File: config.mk
export PLATFORM = sky130hd
export DESIGN_NAME = tbp_front
export DESIGN_NICKNAME = d
export VERILOG_FILES = /design/src/design/assert_macros.svh /design/src/design/tbp_pkg.sv /design/src/design/tbp_front.sv
export SDC_FILE = /design/constraint.sdc
export NUM_CORES = 1
export LEC_CHECK = 0
export ABC_AREA = 1
export BUFFER_PORTS_ARGS = -buffer_cell sky130_fd_sc_hd__buf_4
export CAP_MARGIN = 40
export CORE_MARGIN = 2
export CORE_UTILIZATION = 39
export DETAILED_ROUTE_END_ITERATION = 12
export GPL_TIMING_DRIVEN = 0
export PLACE_DENSITY = 0.77
export SLEW_MARGIN = 10
export SYNTH_ARGS = -nofsm -noshare
export SYNTH_HDL_FRONTEND = slang
export SYNTH_SLANG_ARGS = --single-unit
File: constraint.sdc
create_clock -name clk_i -period 1.8 [get_ports clk_i]
set_clock_uncertainty 0.05 [all_clocks]
set_input_delay 0.09 -clock clk_i [delete_from_list [all_inputs] [get_ports clk_i]]
set_output_delay 0.09 -clock clk_i [all_outputs]
set_load 0.05 [all_outputs]
File: src/design/assert_macros.svh
// Assertion macros shared by the tournament predictor RTL.
// Included by files that carry concurrent checks; needs nothing else.
`ifndef ASSERT_MACROS_SVH
`define ASSERT_MACROS_SVH

// Check on every rising edge, switched off while reset is held.
`define ASSERT_CHK(label, clk, rst_n, prop, msg) \
  label: assert property (@(posedge clk) disable iff (!rst_n) prop) \
    else $error(msg);

// Check on every rising edge, also while reset is held.
`define ASSERT_ALWAYS(label, clk, prop, msg) \
  label: assert property (@(posedge clk) prop) else $error(msg);

`endif

File: src/design/tbp_pkg.sv
// Shared types, constants and counter helpers of the tournament predictor.
// No dependencies; used by the front, back and top-level modules.
`timescale 1ns / 1ps

package tbp_pkg;

  localparam int unsigned HIST_W  = 11;
  localparam int unsigned CTR_W   = 2;
  localparam int unsigned TOTAL_W = 32;
  localparam int unsigned PC_W    = 32;

  localparam logic [HIST_W-1:0]  HIST_MASK_RESET = 11'h7FF;
  localparam logic [CTR_W-1:0]   CTR_MAX         = 2'd3;
  localparam logic [CTR_W-1:0]   CTR_MIN         = 2'd0;
  // table reset values: both predictors strongly taken, chooser strongly gshare
  localparam logic [CTR_W-1:0]   PRED_RESET      = CTR_MAX;
  localparam logic [CTR_W-1:0]   CHOOSER_RESET   = CTR_MIN;
  localparam logic [TOTAL_W-1:0] TOTAL_MAX       = 32'hFFFF_FFFF;

  // one result word
  typedef struct packed {
    logic               predicted_taken;
    logic               correct;
    logic               used_bimodal;
    logic [TOTAL_W-1:0] correct_count;
    logic [TOTAL_W-1:0] branch_count;
  } result_t;

  // saturating 2-bit counter step
  function automatic logic [CTR_W-1:0] sat_move(input logic [CTR_W-1:0] c, input logic up);
    logic [CTR_W-1:0] r;
    r = c;
    if (up) begin
      if (c != CTR_MAX) r = c + 2'd1;
    end else begin
      if (c != CTR_MIN) r = c - 2'd1;
    end
    return r;
  endfunction

endpackage

File: src/design/tbp_front.sv
// Front part: global history, history mask register and table index forming.
// Depends on tbp_pkg.
`timescale 1ns / 1ps

module tbp_front #(
  parameter int unsigned TABLE_ENTRIES = 2048,
  localparam int unsigned IDX_W        = $clog2(TABLE_ENTRIES)
) (
  input  logic                        clk_i,
  input  logic                        rst_ni,
  input  logic                        cfg_we_i,
  input  logic [tbp_pkg::HIST_W-1:0]  cfg_wdata_i,
  input  logic                        accept_i,
  input  logic [tbp_pkg::PC_W-1:0]    pc_i,
  input  logic                        taken_i,
  // {taken, gshare index, bimodal index}
  output logic [2*IDX_W:0]            item_o
);

  localparam logic [IDX_W-1:0] IDX_MASK = IDX_W'(TABLE_ENTRIES - 1);

  logic [tbp_pkg::HIST_W-1:0] hist_q, hist_d;
  logic [tbp_pkg::HIST_W-1:0] mask_q;
  logic [31:0]                hist_ext;
  logic [IDX_W-1:0]           bi_idx;
  logic [IDX_W-1:0]           gs_idx;

  // history register: newest outcome enters at bit 0
  assign hist_d = accept_i ? {hist_q[tbp_pkg::HIST_W-2:0], taken_i} : hist_q;

  always_ff @(posedge clk_i or negedge rst_ni) begin
    if (!rst_ni) begin
      hist_q <= '0;
      mask_q <= tbp_pkg::HIST_MASK_RESET;
    end else begin
      hist_q <= hist_d;
      if (cfg_we_i) begin
        mask_q <= cfg_wdata_i;
      end
    end
  end

  // index forming; history bits beyond the index width fall away
  assign hist_ext = 32'(hist_q & mask_q);
  assign bi_idx   = pc_i[IDX_W-1:0] & IDX_MASK;
  assign gs_idx   = (bi_idx ^ hist_ext[IDX_W-1:0]) & IDX_MASK;

  assign item_o = {taken_i, gs_idx, bi_idx};

endmodule

* Yosys cells after proc, flatten, opt, wreduce, memory -nomap -nowiden *
Index checks and enable logic that the tools add are counted.

word-level totals
  bits of input ports = 48
  output and inout bits = 23
  bits in registers = 22

operators by class
  bitwise operators = 2

operators with widths
  kind              number
  $and A11 B11 Y11  1
  $xor A11 B11 Y11  1

* Longest topological paths before layout *
  depth in word-level cells = 2
  mapped depth = 3
  mapped depth without buffers = 3

* Least setup slack after synthesis *
OpenSTA, ideal clock, no wires.

  path kind = reg2out
  start point = register mask_q[0] (netlist bit)
  end point = output item_o[11]
  cell stages (with the launch flop) = 3
  arrival = 0.921 ns
  data required time = 1.660 ns
  setup slack = 0.739 ns
  path buffers = 0
  cell sequence = dfstp_2 > nand3_1 > nand2_1

between the ends
  cells in the longest elaborated chain, start to end = 2

ends and longest elaborated chain
  element                   RTL line         source
  start: declaration        tbp_front.sv:23  logic [tbp_pkg::HIST_W-1:0] mask_q;
  start signal: assignment  tbp_front.sv:34  mask_q <= tbp_pkg::HIST_MASK_RESET;
  start signal: assignment  tbp_front.sv:38  mask_q <= cfg_wdata_i;
  $and A11 B11 Y11          tbp_front.sv:44  assign hist_ext = 32'(hist_q & mask_q);
  $xor A11 B11 Y11          tbp_front.sv:46  assign gs_idx = (bi_idx ^ hist_ext[IDX_W-1:0]) & IDX_MASK;
  end: declaration          tbp_front.sv:17  output logic [2*IDX_W:0] item_o

Every way passes these cells.

==> impl_metrics.yaml <==
synthesis:
  synth-seq-cells: 22
  yosys_warnings: 0
  ys_top_cells_by_area: "dfstp_2 24%, dfrtp_1 23%, nand2_1 17%"
  syn-num-nets: 207
  syn_avg_cell_area_um2: 7.67
  synth_seq_area_share_pct: 46.3
  synth_top_area_share_pct: 23.7
  synth.distinct_cells: 11
  synth.largest_area_cell: "dfstp_2"
  syn_area_um2: 1220
  synth_cells: 159
clocking:
  cts-hold-fix-buffers: 15
  clock_sinks: 22
  clk_pin_slew_ns: 0.12
  cts-root-buf: "clkbuf_4"
  clk_latency_ns: 0.30
  postCtsSetupBuffers: 0
  cts_max_level: 1
  cts_buffers: 3
  cts_tree: "yes"
  post_cts_resized: 0
  cts_buffer_depth: 2
drt:
  drt_iter0_markers: 32
  wl_per_cell_um: 9.82
  viasPerCell: 4.47
  postRouteWirelength_um: 2550
  drc: 0
  drt_first_pass_iters: 4
  ant_nets: 0
  vias: 1161
setup_path:
  cpMostUsedCell: "dlygate4sd3_1"
  path_delay_family: "buffers and inverters"
  startpoint: "cfg_we_i"
  r2r_cells: 3
  crit_type: "input pin to flop"
  crit_cells: 6
  worst_ep_required_time_ns: 1.99
  rrSetupSlack_ns: 0.39
  worstPathMaxFanout: 10
  worstPathArrival_ns: 1.62
  reg2reg_from: "mask_q[0]$_DFFE_PN1P_"
  crit_path_end_kind: "flop"
  critical_path.cell_chain: "dlygate4sd3_1, buf_4, buf_6, nand2_1, o21ai_0, dlygate4sd3_1"
  slowest_delay_ns: 0.56
  worstSetupStartpointType: "input pin"
  timing.rr.end: "mask_q[0]$_DFFE_PN1P_"
  crit_buf_inv: 4
  cpMaxStageDelayCell: "dlygate4sd3_1"
  crit_end: "mask_q[0]$_DFFE_PN1P_"
sta:
  setup_violations: 0
  slew_viol_final: 0
  hold_viol: 0
  tightestPinTransition_ns: 0.277
  hold_slack_ns: 0.154
  finalCriticalPeriod_ns: 1.43
  setup_tns_ns: 0
  rsz0062_at_grt: "no"
  fmax_mhz: 700
  period_share_pct: 79.3
  max_slew_margin_pct: 81.5
cells_and_area:
  final_common_cell: "buf_4"
  finalNonFillerCells: 260
  antenna_cells: 0
  area_growth_pct: 48.8
  drive_gt1_share_pct: 38.3
  nets: 276
  mostFrequentLayoutCells: "61 x buf_4, 54 x nand2_1, 33 x inv_1"
power_and_ir_drop:
  power_frac_clock_pct: 20.0
  vdd_ir_drop_max_v: 0.000503
  leakagePower_nw: 0.978
  powerDensity_nw_per_um2: 733
  p_int_mw: 0.873
  power.total_mw: 1.33
  power.switching_mw: 0.458
  comb_power_share_pct: 33.3
  netSwitchingFraction_pct: 34.4
  seq_power_share_pct: 46.7
job:
  drv_cap: 0
die:
  start_util_pct: 40.6
  die_height_um: 59.9
  coreArea_um2: 3000
  rows: 20
  die_area_um2: 3590
  die_x_um: 59.9
  num_io_pins: 71
global_routing:
  grt_max_degree: 23
  grt_usage_pct: 15.7
  grt_pass1_wl_um: 4210
  antenna_found_initial: 0
  grt_pass1_vias: 1020
  overflow: 0
placed_design:
  dp_hpwl_um: 1850
  io_buffer_count: 49
  place_inst: 241
  gp_congestion: 0.675
worst_hold_path:
  hp-class: "input pin to asynchronous set/reset pin"
outcome:
  outcome: "completed"
==> worst min path at each step <==
| stage | slack [ns] | cells after the start | to |
|---|---|---|---|
| after floorplan | -0.26 | 0 | hist_q[0]$_DFFE_PN0P_ |
| after global placement | -0.06 | 1 | hist_q[10]$_DFFE_PN0P_ |
| after detailed placement | -0.06 | 1 | hist_q[10]$_DFFE_PN0P_ |
| after CTS | 0.14 | 2 | hist_q[10]$_DFFE_PN0P_ |
| after global routing | 0.18 | 2 | hist_q[0]$_DFFE_PN0P_ |
| final | 0.15 | 2 | hist_q[10]$_DFFE_PN0P_ |
==> kinds of logic (layout without fill, tap and decap cells) <==
| group | count (synthesis) | count (layout) | share of synthesized area [%] |
|---|---|---|---|
| AO/OA/AOI/OAI | 22 | 22 | 10.9 |
| buffers and inverters | 49 | 117 | 21.2 |
| flip-flops | 22 | 22 | 46.3 |
| AND/OR/NAND/NOR | 66 | 66 | 21.6 |
==> per-layer routing <==
layer / track usage [%] / up-vias / share of wire (%)
met5: 0 / - / 0
met4: 4.76 / 0 / 0.51
li1: - / 610 / -
met1: 19.1 / 520 / 44
met3: 2.60 / 2 / 4.3
met2: 28.1 / 29 / 51
==> sequential cells by signal, summed over array words and instances, names as in the netlist <==
| register | cells |
|---|---|
| hist_q | 11 |
| mask_q | 11 |
==> cells in the mapped netlist <==
cell type  number
nand2_1        54
inv_1          33
nand2_2         1
buf_6           4
nand3_1        11
dfrtp_1        11
dfstp_2        11
o21ai_0        13
buf_4          12
o21ai_2         6
o21ai_1         3
==> layout make-up <==
| cell class | count | area [um^2] |
|---|---|---|
| well taps | 33 | 41.3 |
| repair buffers | 64 | 518 |
| fillers | 278 | 1190 |
| flip-flops and latches | 22 | 564 |
| clock buffers | 4 | 36.3 |
| inverters | 33 | 124 |
| plain buffers | 16 | 135 |
| multi-input cells | 88 | 397 |
==> power groups by stage <==
stage	logic [mW]	clock network (mW)	registers (mW)
after global placement	0.412	0	0.627
after detailed placement	0.419	0	0.631
after floorplan	0.279	0	0.616
final	0.443	0.266	0.621
after CTS	0.448	0.278	0.622
after global routing	0.484	0.297	0.631
==> metrics by stage <==
step | util, % | cell area [um^2] | setup slack, ns
3_5_place_dp | 54.3 | 1630 | 0.798
5_1_grt | 60.5 | 1820 | 0.308
3_3_place_gp | 54.3 | 1630 | 0.809
6_report | 60.5 | 1820 | 0.372
2_1_floorplan | - | 1220 | 0.739
4_1_cts | 60.5 | 1820 | 0.427
Note: power is estimated with default switching activity, not from simulation.
