### config.mk
export PLATFORM = sky130hd
export DESIGN_NAME = tbp_queue
export DESIGN_NICKNAME = d
export VERILOG_FILES = /design/src/design/assert_macros.svh /design/src/design/tbp_queue.sv
export SDC_FILE = /design/constraint.sdc
export NUM_CORES = 1
export LEC_CHECK = 0
export ABC_AREA = 0
export ABC_CLOCK_PERIOD_IN_PS = 2800
export BUFFER_PORTS_ARGS = -buffer_cell sky130_fd_sc_hd__buf_2
export CORE_UTILIZATION = 40
export DETAILED_ROUTE_END_ITERATION = 16
export GPL_TIMING_DRIVEN = 1
export HOLD_SLACK_MARGIN = 0.05
export PLACE_DENSITY = 0.61
export SYNTH_ARGS = -nofsm -noshare
export SYNTH_HDL_FRONTEND = slang
export SYNTH_SLANG_ARGS = --single-unit
### constraint.sdc
create_clock -name clk_i -period 2.8 [get_ports clk_i]
set_clock_uncertainty 0.15 [all_clocks]
set_input_delay 0.7 -clock clk_i [delete_from_list [all_inputs] [get_ports clk_i]]
set_output_delay 0.7 -clock clk_i [all_outputs]
set_load 0.02 [all_outputs]
### src/design/assert_macros.svh
// Assertion macros shared by the tournament predictor RTL.
// Included by files that carry concurrent checks; needs nothing else.
`ifndef ASSERT_MACROS_SVH
`define ASSERT_MACROS_SVH

// Check on every rising edge, switched off while reset is held.
`define ASSERT_CHK(label, clk, rst_n, prop, msg) \
  label: assert property (@(posedge clk) disable iff (!rst_n) prop) \
    else $error(msg);

// Check on every rising edge, also while reset is held.
`define ASSERT_ALWAYS(label, clk, prop, msg) \
  label: assert property (@(posedge clk) prop) else $error(msg);

`endif

### src/design/tbp_queue.sv
// Two-entry word queue between the predictor front and back parts.
// No dependencies.
`timescale 1ns / 1ps

module tbp_queue #(
  parameter int unsigned WIDTH = 23
) (
  input  logic             clk_i,
  input  logic             rst_ni,
  input  logic             push_i,
  input  logic [WIDTH-1:0] data_i,
  output logic             full_o,
  input  logic             pop_i,
  output logic             valid_o,
  output logic [WIDTH-1:0] data_o
);

  logic [WIDTH-1:0] slot_q [2];
  logic             wr_ptr_q, wr_ptr_d;
  logic             rd_ptr_q, rd_ptr_d;
  logic [1:0]       count_q, count_d;

  // pointer and fill bookkeeping
  always_comb begin
    wr_ptr_d = wr_ptr_q;
    rd_ptr_d = rd_ptr_q;
    count_d  = count_q;
    if (push_i) wr_ptr_d = ~wr_ptr_q;
    if (pop_i)  rd_ptr_d = ~rd_ptr_q;
    if (push_i && !pop_i) begin
      count_d = count_q + 2'd1;
    end else if (pop_i && !push_i) begin
      count_d = count_q - 2'd1;
    end
  end

  always_ff @(posedge clk_i or negedge rst_ni) begin
    if (!rst_ni) begin
      wr_ptr_q <= 1'b0;
      rd_ptr_q <= 1'b0;
      count_q  <= 2'd0;
    end else begin
      wr_ptr_q <= wr_ptr_d;
      rd_ptr_q <= rd_ptr_d;
      count_q  <= count_d;
    end
  end

  // storage
  always_ff @(posedge clk_i) begin
    if (push_i) begin
      slot_q[wr_ptr_q] <= data_i;
    end
  end

  assign full_o  = (count_q == 2'd2);
  assign valid_o = (count_q != 2'd0);
  assign data_o  = slot_q[rd_ptr_q];

endmodule

==> Yosys cells after proc, flatten, opt, wreduce, memory -nomap -nowiden <==
Memory sizes are Yosys's and may differ from the RTL's.
Index checks and enable logic that the tools add are counted.
{ "word_totals": {"out_inout_bits": 25, "regBits": 4, "ram_bits": 46, "input_bits": 27, "n_memories": 1} }
{ "memory_table": {"columns": ["memory", "words", "word_bits", "read_ports", "rd_ports_with_merged_regs", "wr", "line", "rtl"], "rows": [
  ["slot_q", 2, 23, 1, 0, 1, "tbp_queue.sv:18", "logic [WIDTH-1:0] slot_q [2];"]
]} }
{ "op_classes": {"bitwise": 2, "eq_ne": 1, "n_addsub": 2, "mux": 4, "n_reduce_logical": 6} }
{ "ops": {"columns": ["cell", "count"], "rows": [
  ["2-bit two-way mux", 2],
  ["2-bit nonzero test", 2],
  ["2-bit by 1-bit adder with 2-bit output, second input constant", 1],
  ["2-bit == test, second input constant", 1],
  ["1-bit logical AND", 2],
  ["1-bit zero test", 2],
  ["1-bit two-way mux", 2],
  ["1-bit inverter", 2],
  ["2-bit by 1-bit subtractor with 2-bit output, second input constant", 1]
]} }

==> Logic depth before layout (Yosys ltp) <==
Gate-level depths: netlist of run 1.
{ "depth": {"word_depth": 4, "mapped_depth": 5, "depth_no_buf": 5} }

==> Worst setup path before layout of run 1 <==
OpenSTA, ideal clock, no wires.
{ "synth_timing": {"path_kind": "input port to flip-flop", "from": "input push_i", "to": "memory slot_q[0][0], enable pin", "setup_time_ns": 0.405, "n_path_buf": 0, "required_ns": 2.245, "stages": 1, "path_slack_ns": 0.481, "t_arrival_ns": 1.763, "cell_sequence": "nor2b_1"} }
{ "synth_via": {"elab_chain_cells": 2} }
{ "synth_rtl": {"columns": ["item", "line", "rtl"], "rows": [
  ["start: declaration", "tbp_queue.sv:10", "input logic push_i,"],
  ["1-bit two-way mux", "tbp_queue.sv:51", "if (push_i) begin"],
  ["1-bit two-way mux (implied by the code)", "tbp_queue.sv:52", "slot_q[wr_ptr_q] <= data_i;"],
  ["end: declaration", "tbp_queue.sv:18", null]
]} }
Every way passes these cells.

==> Worst setup path in the final report of run 1 <==
{ "layout_timing": {"from": "register rd_ptr_q", "to": "output data_o[13]"} }
{ "layout_via": {"elab_chain_cells": 1} }
{ "layout_rtl": {"columns": ["item", "line", "rtl"], "rows": [
  ["start: declaration", "tbp_queue.sv:20", "logic rd_ptr_q, rd_ptr_d;"],
  ["start signal: assignment", "tbp_queue.sv:44", "rd_ptr_q <= rd_ptr_d;"],
  ["memory read 2 x 23 bit", null, null],
  ["end: declaration", "tbp_queue.sv:15", "output logic [WIDTH-1:0] data_o"]
]} }
Every way passes these cells.

==> metrics.txt, run 1 <==
CP startpoint kind flip-flop; CTS sink cnt 50; Syn-to-layout area delta 21.9%; final setup TNS 0 ns; GP Congestion about 0.68; top cell family by delay on the critical path buffers and inverters; yosys warns 0; sequential element share of the synthesized area 0.759; routed len/inst 13.9 um; Slew HR 0.646; r2r startpoint wr_ptr_q; reg2reg path depth 2; DRT Pass-1 Iters 4; layout cells sized above 1 0.568; Clock Path Buffers 2; worst hold slack roughly 0.36 ns; status completed; Max VDD drop about 410 uV; worst path bufs/invs 2; Initial Util 0.413; FF-to-FF setup slack approximately 1.3 ns; Netlist cell types 14; GRT Total Usage 0.124; Min-Delay Path Depth 1; Final Cell Area 0.00238 mm2; DRC viols 0; Mapped Nets around 120; largest net degree at the start of global routing 21; RSZ-0062 raised after global routing no; vias per cell ~4.4; min Tclk post-route around 2.5 ns; core area ~0.0047 mm2; Crit path required time around 2 ns; first-pass GRT wire length between 4000 and 5000 um; DP HPWL 2160 um; Met1 Wirelength around 1300 um; die width around 72 um; Final Hold Violating Endpoints 0; fmax 402 MHz; fin worst setup slack 0.314 ns; cell chain of the critical path buf_4 > mux2_4 > buf_2; Setup crit end kind output port; synthesized instance count 88; dpl cell area between 0.002 and 0.0025 mm2; H-tree levels 2; fill count approximately 420; Inserted Diodes 0; via count around 950; row count 25; Hold Crit Class reg -> reg; antenna viol nets, final 0; WHS Endpoint count_q[1]; period utilisation layout 0.888; top sig layer met3; dpl ws 0.610 ns; Final nets between 150 and 200; Max Transition Viols Final 0; Yosys top cell area share 0.708; die height roughly 70 um; Tot Pwr around 0.0023 W; CTS tree built; worst slew pin tran between 0.5 and 0.6 ns; Crit-path slowest cell dfrtp_1; clk_lat worst skew between 0.2 and 0.3 ns; die area 0.00516 mm2; port buffer count between 50 and 60; # Max-Cap Violations 0; vias in the first global route 1015; Iter 0 DRT Violations 43; number of antenna violations at the first check in global routing 0; Worst Min Path Start count_q[1]; Critical Setup Path Class reg -> out; Power Density slightly below 1000 mW/mm2; Reg-to-Reg End slot_q[0][19]; cell accounting for the most synthesized area edfxtp_1; critical path peak fanout 20; synthesis-stage register bit count 50; CTS Root Cell clkbuf_8; setup violators final 0; Leakage Power between 0.9 and 1 nW; Synth area leaders edfxtp_1 (71%), mux2_4 (15%), dfrtp_1 (5.1%); slowest stage delay, CP about 0.45 ns; TritonCTS buffer count 5; post-CTS sizing 0; I/O Pins 52; GR Overflow Total 0; mapped cell area about 0.002 mm2; routed wl met3 210 um; Synth Area per Inst 22.2 um2; final wirelength 3000 um; Reg clk slew, reported paths 0.08 ns; crit path DAT between 1.5 and 2 ns; met2 routed WL 1490 um
==> layout by cell type, fill, tap and decap left out, types with 2 or more instances in the layout <==
cell type,instances
buf_12,2
buf_2,51
clkbuf_1,3
clkbuf_8,5
dfrtp_1,4
edfxtp_1,46
mux2_2,4
mux2_4,19
xor2_1,4
==> Yosys cell counts <==
cell / instances
edfxtp_1: 46
mux2_4: 19
dfrtp_1: 4
mux2_2: 4
xor2_1: 4
buf_12: 2
nor2b_1: 2
and2_1: 1
buf_6: 1
ha_1: 1
inv_1: 1
nor2_1: 1
or2_2: 1
xnor2_1: 1
==> stage by stage <==
step / std cells / utilization
finish: 215 / 0.504
global placement: 206 / 0.485
global route: 215 / 0.504
floorplan: 88 / -
CTS: 215 / 0.504
detailed placement: 206 / 0.485
==> repair_timing <==
action / 4_1_cts / 5_1_grt
hold buffers: 1 / 0
setup buffers: 0 / 0
endpoints found under the setup margin: 0 / 0
hold endpoints to repair: 4 / 0
==> layout make-up <==
| cell class | count | area [um2] | area share |
|---|---|---|---|
| Multi-Input combinational cell | 34 | 418 | 0.176 |
| Sequential cell | 50 | 1480 | 0.623 |
| Clock buffer | 8 | 80.1 | 0.0336 |
| Timing Repair Buffer | 55 | 313 | 0.131 |
| Inverter | 1 | 3.75 | 0.00158 |
| Tap cell | 67 | 83.8 | 0.0352 |
==> worst reg2reg max path: stages, from the launching register on <==
cell	delay (ns)
dfrtp_1	0.42
nor2b_2	0.45
buf_12	0.23
==> worst max-delay path by stage <==
| stage | from | end | slack, ns | depth (start not counted) |
|---|---|---|---|---|
| 2_1_floorplan | push_i | slot_q[0][0] | 0.48 | 1 |
| 3_3_place_gp | rd_ptr_q | data_o[10] | 0.64 | 3 |
| 3_5_place_dp | rd_ptr_q | data_o[10] | 0.61 | 3 |
| 4_1_cts | rd_ptr_q | data_o[10] | 0.28 | 3 |
| 5_1_grt | rd_ptr_q | data_o[14] | 0.21 | 3 |
| 6_report | rd_ptr_q | data_o[13] | 0.31 | 3 |
==> registers in the layout (all words and copies together), names as in the netlist <==
| register | cells |
|---|---|
| slot_q | 46 |
| count_q | 2 |
| rd_ptr_q | 1 |
| wr_ptr_q | 1 |
==> logic make-up after synthesis <==
kind of cell / Yosys count / synth area share
fa+ha+maj: 1 / 0.00641
mux: 23 / 0.169
xor+xnor: 5 / 0.0224
flops: 50 / 0.759
buf+inv: 4 / 0.0282
simple gates: 5 / 0.0147
==> per-layer routing <==
metal	GRT usage	vias up
li1	-	449
met1	0.153	464
met2	0.205	41
met3	0.0492	0
met4	0.0327	0
met5	0	-
==> report_power, final <==
part	switching [W]	internal (W)	total [W]
Combinational	0.000471	0.000409	0.000880
Sequential	0.0000654	0.000997	0.00106
Clock	0.000204	0.000178	0.000382
Total	0.000741	0.00158	0.00232
Note: power is estimated with default switching activity, not from simulation.
==> inputs of run 2 (changes only) <==
--- a/config.mk
+++ b/config.mk
@@ -6,12 +6,13 @@
 export NUM_CORES = 1
 export LEC_CHECK = 0
 export ABC_AREA = 0
-export ABC_CLOCK_PERIOD_IN_PS = 2800
+export ABC_CLOCK_PERIOD_IN_PS = 2700
 export BUFFER_PORTS_ARGS = -buffer_cell sky130_fd_sc_hd__buf_2
 export CORE_UTILIZATION = 40
 export DETAILED_ROUTE_END_ITERATION = 16
 export GPL_TIMING_DRIVEN = 1
 export HOLD_SLACK_MARGIN = 0.05
+export MAX_ROUTING_LAYER = met4
 export PLACE_DENSITY = 0.61
 export SYNTH_ARGS = -nofsm -noshare
 export SYNTH_HDL_FRONTEND = slang
==> constraint.sdc (replaced) <==
create_clock -name clk_i -period 2.7 [get_ports clk_i]
set_clock_uncertainty 0.15 [all_clocks]
set_input_delay 0.675 -clock clk_i [delete_from_list [all_inputs] [get_ports clk_i]]
set_output_delay 0.675 -clock clk_i [all_outputs]
set_load 0.02 [all_outputs]
==> run 2 against run 1 <==
Power up 8.0%. Critical path depth unchanged. Non-clock buffer count is the same. Combinational power is 5.5% higher. Highest routed layer is now met4. Critical endpoint is now data_o[10]. Sequential power up 4%. Via count fell by 0.63%.
==> metrics.txt, run 2 (synthesis results as in run 1) <==
status completed; Inserted Diodes 0 (unchanged); GR Overflow Total 0 (unchanged); GRT Total Usage 0.129 (+0.00449); period utilisation layout 0.866; min Tclk post-route between 2 and 2.5 ns; Crit path required time 1.88 ns (-0.07 ns); Crit-path slowest cell dfrtp_1; Final Util 0.513 (+0.00901); largest net degree at the start of global routing 21 (unchanged); r2r startpoint wr_ptr_q; final wirelength 2910 um (-3.0%); CTS sink cnt 50 (unchanged); post-CTS sizing 0 (unchanged); port buffer count 51 (unchanged); critical path peak fanout 20 (unchanged); I/O Pins 52 (unchanged); Iter 0 DRT Violations 34 (-21%); Critical Setup Path Class reg -> out; largest reg by FF count slot_q; commonest cells after routing, fill and taps aside buf_2 (51), edfxtp_1 (46), mux2_4 (19); Setup crit end kind output port; H-tree levels 2 (unchanged); CTS Root Cell clkbuf_8; GP Congestion 0.686 (+0.73%); Initial Util 0.413 (unchanged); Syn-to-layout area delta 24.1%; Slew HR 0.637 (-0.00907); via count 948 (-0.63%); Reg clk slew, reported paths 0.08 ns (about the same); DRT Pass-1 Iters 4 (unchanged); # Max-Cap Violations 0 (unchanged); vias per cell 4.41 (-0.63%); Min-Delay Path Depth 1 (unchanged); fin worst setup slack 0.363 ns (+0.0490 ns); DRC viols 0 (unchanged); Max VDD drop 432 uV (+5.1%); die area 0.00516 mm2 (unchanged); commonest non-fill, non-tap cell in the layout buf_2; CP Launch Point rd_ptr_q; first-pass GRT wire length 4660 um (-1.6%); placed cell count 206 (unchanged); routed len/inst 13.5 um (-3.0%); FF-to-FF setup slack 1.16 ns (-0.11 ns); slowest stage delay, CP 0.49 ns (+0.04 ns); CTS tree built; final setup TNS 0 ns (unchanged); Power Density 1040 mW/mm2 (+6.1%); RSZ-0062 raised after global routing no; DP HPWL 2120 um (-1.6%); dpl ws 0.671 ns (+0.0617 ns); dpl cell area 0.00230 mm2 (+0.55%); fmax between 400 and 500 MHz; Final Hold Violating Endpoints 0 (unchanged); Leakage Power 0.985 nW (+2.3%); TritonCTS buffer count 5 (unchanged); worst slew pin tran 0.542 ns (+0.0135 ns); Worst Min Path Start count_q[1]; core area 0.00472 mm2 (unchanged); clk_lat worst skew 0.29 ns (about the same); reg2reg path depth 2 (unchanged); die height 71.9 um (unchanged); layout cells sized above 1 0.588 (+0.0203); number of antenna violations at the first check in global routing 0 (unchanged); biggest regs slot_q (46), count_q (2); Final Cell Area 0.00242 mm2 (+1.8%); Max Transition Viols Final 0 (unchanged); Final nets 175 (unchanged); fin cells 215 (unchanged); Clock Path Buffers 2 (unchanged); setup violators final 0 (unchanged); crit path DAT 1.51 ns (-0.13 ns); Hold Crit Class reg -> reg; die width 71.9 um (unchanged); CP startpoint kind flip-flop; antenna viol nets, final 0 (unchanged); row count 25 (unchanged); number of flip-flops in the largest register 46 (unchanged); vias in the first global route 1012 (-0.30%); cell chain of the critical path buf_12 > mux2_4 > buf_2
run 2: area by class of cell:
| cell class | instances | area [um2] |
|---|---|---|
| Clock buffer | 8 | 110 |
| Sequential cell | 50 | 1480 |
| Multi-Input combinational cell | 34 | 418 |
| Fill cell | 411 | 2300 |
| Inverter | 1 | 3.75 |
| Timing Repair Buffer | 55 | 325 |
| Tap cell | 67 | 83.8 |
run 2: final timing paths:
check / endpoint
max: data_o[10]
min: count_q[1]
max reg2reg: slot_q[0][17]
min reg2reg: count_q[1]
max in group asynchronous: wr_ptr_q
min in group asynchronous: count_q[1]
run 2: where the power goes:
group          switching [W]  total [W]  internal [W]  leakage [nW]
Sequential         0.0000703    0.00110       0.00103         0.478
Clock               0.000218   0.000477      0.000258        0.0575
Combinational       0.000486   0.000928      0.000442         0.450
run 2: worst max-delay path: cells and delay by family, from the launching register on:
kind | cells | cell delay, ns
flops | 1 | 0.49
buf+inv | 2 | 0.40
mux | 1 | 0.32
run 2: metal layers:
layer,part of all wire,global-route usage
met1,0.40,0.148
met2,0.52,0.214
met3,0.069,0.0492
met4,0.0072,0.0327
met5,0,-
run 2: what timing repair did:
item,CTS,global route
hold buffers,1,0
hold endpoints to repair,4,0
setup buffers,0,0
run 2: per-stage QoR:
stage | power, W | hold slack [ns]
after floorplan | 0.00183 | 0.229
after global placement | 0.00205 | 0.313
after detailed placement | 0.00207 | 0.317
after CTS | 0.00255 | 0.336
after global routing | 0.00264 | 0.358
final | 0.00251 | 0.334
